**src/hw/rtl/wck_pkg.sv**
```systemverilog
// Shared types and constants for the wheel chassis kinematics block.
// Used by every module under hw/rtl; depends on nothing else.
`default_nettype none

package wck_pkg;

    // Result, divider dividend, operand and coefficient widths.
    localparam int OUT_W  = 32;
    localparam int DIV_W  = 38;
    localparam int OPND_W = 43;
    localparam int COEF_W = 20;

    // Fixed-point constants: sin(60deg) and 30/pi in Q.16, pi/(30*sqrt3) and pi/90 in Q0.24.
    localparam logic [16:0]       SIN60_Q16  = 17'd56756;
    localparam logic [COEF_W-1:0] K30PI_Q16  = 20'd625823;
    localparam logic [COEF_W-1:0] C_VX_Q24   = 20'd1014350;
    localparam logic [COEF_W-1:0] C_PI90_Q24 = 20'd585635;

    // Chassis mode codes as written to the mode register.
    localparam logic [2:0] MODE_CODE_DIFF = 3'd2;
    localparam logic [2:0] MODE_CODE_OMNI = 3'd3;

    // Register reset values.
    localparam logic [2:0]  RST_MODE    = MODE_CODE_DIFF;
    localparam logic [15:0] RST_RADIUS  = 16'd3277;
    localparam logic [15:0] RST_SPACING = 16'd13107;
    localparam logic [14:0] RST_LIM_LIN = 15'd2048;
    localparam logic [14:0] RST_LIM_ANG = 15'd4096;

    // Configuration register indexes.
    typedef enum logic [2:0] {
        REG_MODE    = 3'd0,
        REG_RADIUS  = 3'd1,
        REG_SPACING = 3'd2,
        REG_LIM_LIN = 3'd3,
        REG_LIM_ANG = 3'd4
    } t_reg_idx;

    // Decoded chassis class.
    typedef enum logic [1:0] {
        CLS_DIFF,
        CLS_OMNI,
        CLS_NONE
    } t_cls;

    // How a lane finishes its result.
    typedef enum logic [1:0] {
        KIND_BYP,
        KIND_SHR,
        KIND_DIV
    } t_kind;

    // Per-lane command from the front end to the scaling stages.
    typedef struct packed {
        t_kind                     kind;
        logic                      fwd;
        logic [15:0]               d;
        logic signed [OPND_W-1:0]  opnd;
        logic [COEF_W-1:0]         coef;
        logic signed [OUT_W-1:0]   byp;
    } t_lane_cmd;

    // Side information that rides along the divider.
    typedef struct packed {
        logic                    use_div;
        logic                    neg;
        logic signed [OUT_W-1:0] byp;
    } t_side;

endpackage

`default_nettype wire

```
**src/hw/rtl/wck_div.sv**
```systemverilog
// Pipelined restoring divider, one quotient bit per stage, 16-bit divisor.
// Depends on wck_pkg for the side-data type.
`default_nettype none

module wck_div #(
    parameter int DIV_W = wck_pkg::DIV_W
) (
    input  wire logic                i_clk,
    input  wire logic                i_en,
    input  wire logic [DIV_W-1:0]    i_dividend,
    input  wire logic [15:0]         i_d,
    input  wck_pkg::t_side           i_side,
    output logic [DIV_W-1:0]         o_q,
    output wck_pkg::t_side           o_side
);
    import wck_pkg::*;

    // Per-stage registers: dividend bits still to shift in, with quotient bits below them.
    logic [DIV_W-1:0] r_nq   [DIV_W];
    logic [15:0]      r_rem  [DIV_W];
    logic [15:0]      r_d    [DIV_W];
    t_side            r_side [DIV_W];

    for (genvar k = 0; k < DIV_W; k++) begin : g_stage
        logic [DIV_W-1:0] nq_in;
        logic [15:0]      rem_in;
        logic [15:0]      d_in;
        t_side            side_in;
        logic [16:0]      trial;
        logic             ge;

        if (k == 0) begin : g_first
            assign nq_in   = i_dividend;
            assign rem_in  = '0;
            assign d_in    = i_d;
            assign side_in = i_side;
        end else begin : g_next
            assign nq_in   = r_nq[k-1];
            assign rem_in  = r_rem[k-1];
            assign d_in    = r_d[k-1];
            assign side_in = r_side[k-1];
        end

        // Shift in the next dividend bit and try to subtract the divisor.
        assign trial = {rem_in, nq_in[DIV_W-1]};
        assign ge    = (trial >= {1'b0, d_in});

        always_ff @(posedge i_clk) begin
            if (i_en) begin
                r_nq[k]   <= {nq_in[DIV_W-2:0], ge};
                r_rem[k]  <= ge ? 16'(trial - {1'b0, d_in}) : trial[15:0];
                r_d[k]    <= d_in;
                r_side[k] <= side_in;
            end
        end
    end

    assign o_q    = r_nq[DIV_W-1];
    assign o_side = r_side[DIV_W-1];

endmodule

`default_nettype wire

```
**config.mk**
```make
export PLATFORM = sky130hd
export DESIGN_NAME = wck_div
export DESIGN_NICKNAME = d
export VERILOG_FILES = /design/src/hw/rtl/wck_pkg.sv /design/src/hw/rtl/wck_div.sv
export SDC_FILE = /design/constraint.sdc
export NUM_CORES = 2
export LEC_CHECK = 0
export ABC_AREA = 1
export BUFFER_PORTS_ARGS = -buffer_cell sky130_fd_sc_hd__buf_2
export CAP_MARGIN = 10
export CELL_PAD_IN_SITES_DETAIL_PLACEMENT = 0
export CELL_PAD_IN_SITES_GLOBAL_PLACEMENT = 1
export CORE_ASPECT_RATIO = 1.1
export CORE_MARGIN = 10
export CORE_UTILIZATION = 25
export CTS_BUF_LIST = sky130_fd_sc_hd__clkbuf_4 sky130_fd_sc_hd__clkbuf_8
export CTS_CLUSTER_SIZE = 28
export DETAILED_ROUTE_END_ITERATION = 6
export PLACE_DENSITY_LB_ADDON = 0.1
export SYNTH_ARGS = -nofsm -noshare
export SYNTH_HDL_FRONTEND = slang
export SYNTH_SLANG_ARGS = --single-unit
```
**constraint.sdc**
```tcl
create_clock -name i_clk -period 2.4 [get_ports i_clk]
set_clock_uncertainty 0.1 [all_clocks]
set_input_delay 0.48 -clock i_clk [delete_from_list [all_inputs] [get_ports i_clk]]
set_output_delay 0.48 -clock i_clk [all_outputs]
set_load 0.05 [all_outputs]
```
==> flow_metrics.py <==
metrics = {
    "run_status": {
        "status": "complete, but fails checks",
        "violations": "setup timing",
    },
    "final_layout": {
        "multiInputGateArea_um2": 43300,
        "layout-drive-gt1-share_pct": 21.9,
        "fin_cells": 26292,
        "fillers": 68297,
        "final_area_um2": 214000,
        "utilization_pct": 32.0,
        "area_delta_synth_final_pct": 28.0,
        "regArea_um2": 118000,
        "nets": 17544,
    },
    "drt": {
        "drtPass1Iterations": 6,
        "dr.first_iter.drc_count": 6002,
        "wl_um": 432000,
        "wl_per_cell_um": 16.4,
        "detail_route.vias_per_cell": 3.93,
        "post-route-drc-count": 0,
        "via_count": 103450,
        "detail-route-antenna-nets": 0,
    },
    "setup_path": {
        "cp_cell_sequence": "buf_6",
        "cp_num_buf_inv": 1,
        "start_kind": "register",
        "endpoint_kind": "output pin",
        "critPathArrivalTime_ns": 2.17,
        "reg2reg_depth": 9,
        "critical_path.top_delay_family": "flip-flops",
        "crit_fanout": 1,
        "slowest_stage": "edfxtp_1",
        "r2r-end": "r_nq[2][76]$_DFFE_PP_",
        "critPathMaxStageDelay_ns": 0.67,
        "rrSetupSlack_ns": 0.08,
        "critical_path_class": "reg -> out",
        "worstPathRequired_ns": 1.82,
        "r2r-start": "r_d[2][30]$_DFFE_PP_",
    },
    "power_and_ir_drop": {
        "p_total_mw": 247,
        "max-vdd-ir-drop_uv": 493,
        "pwr_density_cell_nw_per_um2": 1160,
        "leakagePower_nw": 92.2,
    },
    "timing": {
        "relSlewSlack_pct": 47.3,
        "worst_pin_slew_ns": 0.788,
        "tns_ns": -1.72,
        "hold_violations": 0,
        "setup_ws_ns": -0.351,
        "fin_crit_sh_pct": 115,
        "fin_hold_ws_ns": 0.236,
        "setup_viol": 46,
        "grt_setup_unrepaired": "true",
        "timing.fmax_ghz": 0.364,
        "finalCriticalPeriod_ns": 2.75,
        "drv_slew": 0,
    },
    "worst_hold_path": {
        "hold_path_startpoint": "i_en",
        "whs_endpoint": "r_side[0][8]$_DFFE_PP_",
        "hold_class": "in -> reg",
        "hold_depth": 3,
    },
    "synthesis": {
        "synth_edf_count": 3920,
        "synth.avg_cell_area_um2": 11.9,
        "syn_area_um2": 167000,
        "yosys.area.top_type": "edfxtp_1",
        "yosys_warnings": 0,
        "postSynthCellCount": 14073,
        "yosys_most_used_dff": "edfxtp_1",
        "synthTopCellsByArea": "edfxtp_1, nand2_1, inv_1",
        "synth.top_cells.by_count": "nand2_1, edfxtp_1, inv_1",
        "async_flop_share_pct": 0,
        "synth-seq-cells": 3920,
        "synth_nets": 14793,
        "synth_most_common_cell": "nand2_1",
        "ys_seq_area_share_pct": 70.4,
        "synth_top_area_share_pct": 70.4,
        "yosysUniqueCellTypes": 43,
    },
    "floorplan": {
        "core_um2": 668000,
        "die_area_um2": 702000,
        "die_h_um": 878,
        "die_w_um": 800,
        "io_pins": 162,
        "start_util_pct": 25.0,
        "row_count": 315,
    },
    "placed_design": {
        "dp.cells": 24553,
        "hpwl_um": 313000,
        "port_buffers": 161,
        "post_dp_cell_area_um2": 192000,
        "globalplace.congestion": 0.774,
        "dp_slack_ns": -0.174,
    },
    "global_route": {
        "grtUsageTotal_pct": 11.9,
        "grt_overflow": 0,
        "antenna_found_initial": 9,
        "grt_max_degree": 98,
        "grt_pass1_wl_um": 653000,
        "grt_pass1_vias": 107125,
    },
    "clock_network": {
        "clk_pin_slew_ns": 0.06,
        "cts_tree": "done",
        "clk-insertion-delay-late_ns": 1.30,
        "cts_buffers": 723,
        "clock-sinks": 3920,
        "clockRootBuffer": "clkbuf_8",
        "clockBufferDepth": 4,
        "cts_max_level": 6,
    },
    "flow_run": {
        "maxCapViolations": 0,
    },
}
## worst max path at each step
| stage | end | start | slack [ns] | depth (start not counted) |
|---|---|---|---|---|
| floorplan | r_rem[1][72]$_DFFE_PP_ | r_d[1][48]$_DFFE_PP_ | 0.38 | 9 |
| finish | o_side[9] | r_side[4][179]$_DFFE_PP_ | -0.35 | 1 |
| detailed placement | r_nq[2][76]$_DFFE_PP_ | r_d[2][28]$_DFFE_PP_ | -0.17 | 11 |
| CTS | o_side[9] | r_side[4][179]$_DFFE_PP_ | -0.72 | 1 |
| global placement | r_nq[2][76]$_DFFE_PP_ | r_d[2][28]$_DFFE_PP_ | -0.17 | 11 |
| global route | o_side[9] | r_side[4][179]$_DFFE_PP_ | -0.60 | 1 |
## flip-flops by register name, indices dropped and copies added (netlist names)
signal	cells
r_nq	1444
r_side	1292
r_rem	592
r_d	592
## cell families after synthesis
logic type | count (synthesis) | synth area share [%]
adders and majority gates | 630 | 4.88
and+or+nand+nor | 6446 | 16.4
buffers and inverters | 2447 | 5.81
DFF | 3920 | 70.4
AOI/OAI and AO/OA | 405 | 1.31
xor gates and xnor gates | 225 | 1.18
## layout by cell type (no fill, tap or decap), types with 31 or more instances in the layout
master         count
ha_2              56
nand3b_1          68
nand3_2           61
fa_1              31
xor2_1           175
nor2_4            36
nor2_1           397
and2_1            34
o21a_1            32
clkinv_1         186
nor2_2            71
inv_2             32
nand2_4           41
dlygate4sd3_1    179
buf_6             83
buf_4           1643
clkbuf_4         228
xnor2_1           50
nand2_1         4319
bufinv_16         32
clkbuf_8         725
ha_4             175
nand3_1          940
buf_2             88
nand4_1          173
nand2_2          140
buf_12           151
nor3_1            89
clkinv_2          74
ha_1             363
inv_1           2280
edfxtp_1        3920
a21oi_1          301
## power by group
part | total, mW | switching, mW | internal [mW]
sequential | 94.0 | 6.17 | 87.9
combinational | 87.9 | 50.8 | 37.1
clock | 65.3 | 29.7 | 35.6
## layout make-up
cell class / instances / area share, %
antenna: 5 / 0.00585
clock buffer: 953 / 5.46
clock inverter: 359 / 1.38
inverter: 2312 / 4.06
multi-input combinational: 7721 / 20.2
sequential: 3920 / 55.0
tap: 8876 / 5.19
timing repair buffer: 2146 / 8.67
## per-layer routing
metal,up-vias,routed length [um],track usage [%]
li1,52738,-,-
met1,48653,200000,15.8
met2,1350,207000,20.2
met3,699,14500,1.84
met4,10,10400,3.01
met5,-,54,0
## what timing repair did
item	CTS	global route
hold buffers	179	0
buffers inserted	46	181
endpoints found under the hold margin	3527	0
resized for setup	204	530
gates cloned	1	15
endpoints found under the setup margin	271	608
pin swaps	13	84
Note: power is estimated with default switching activity, not from simulation.
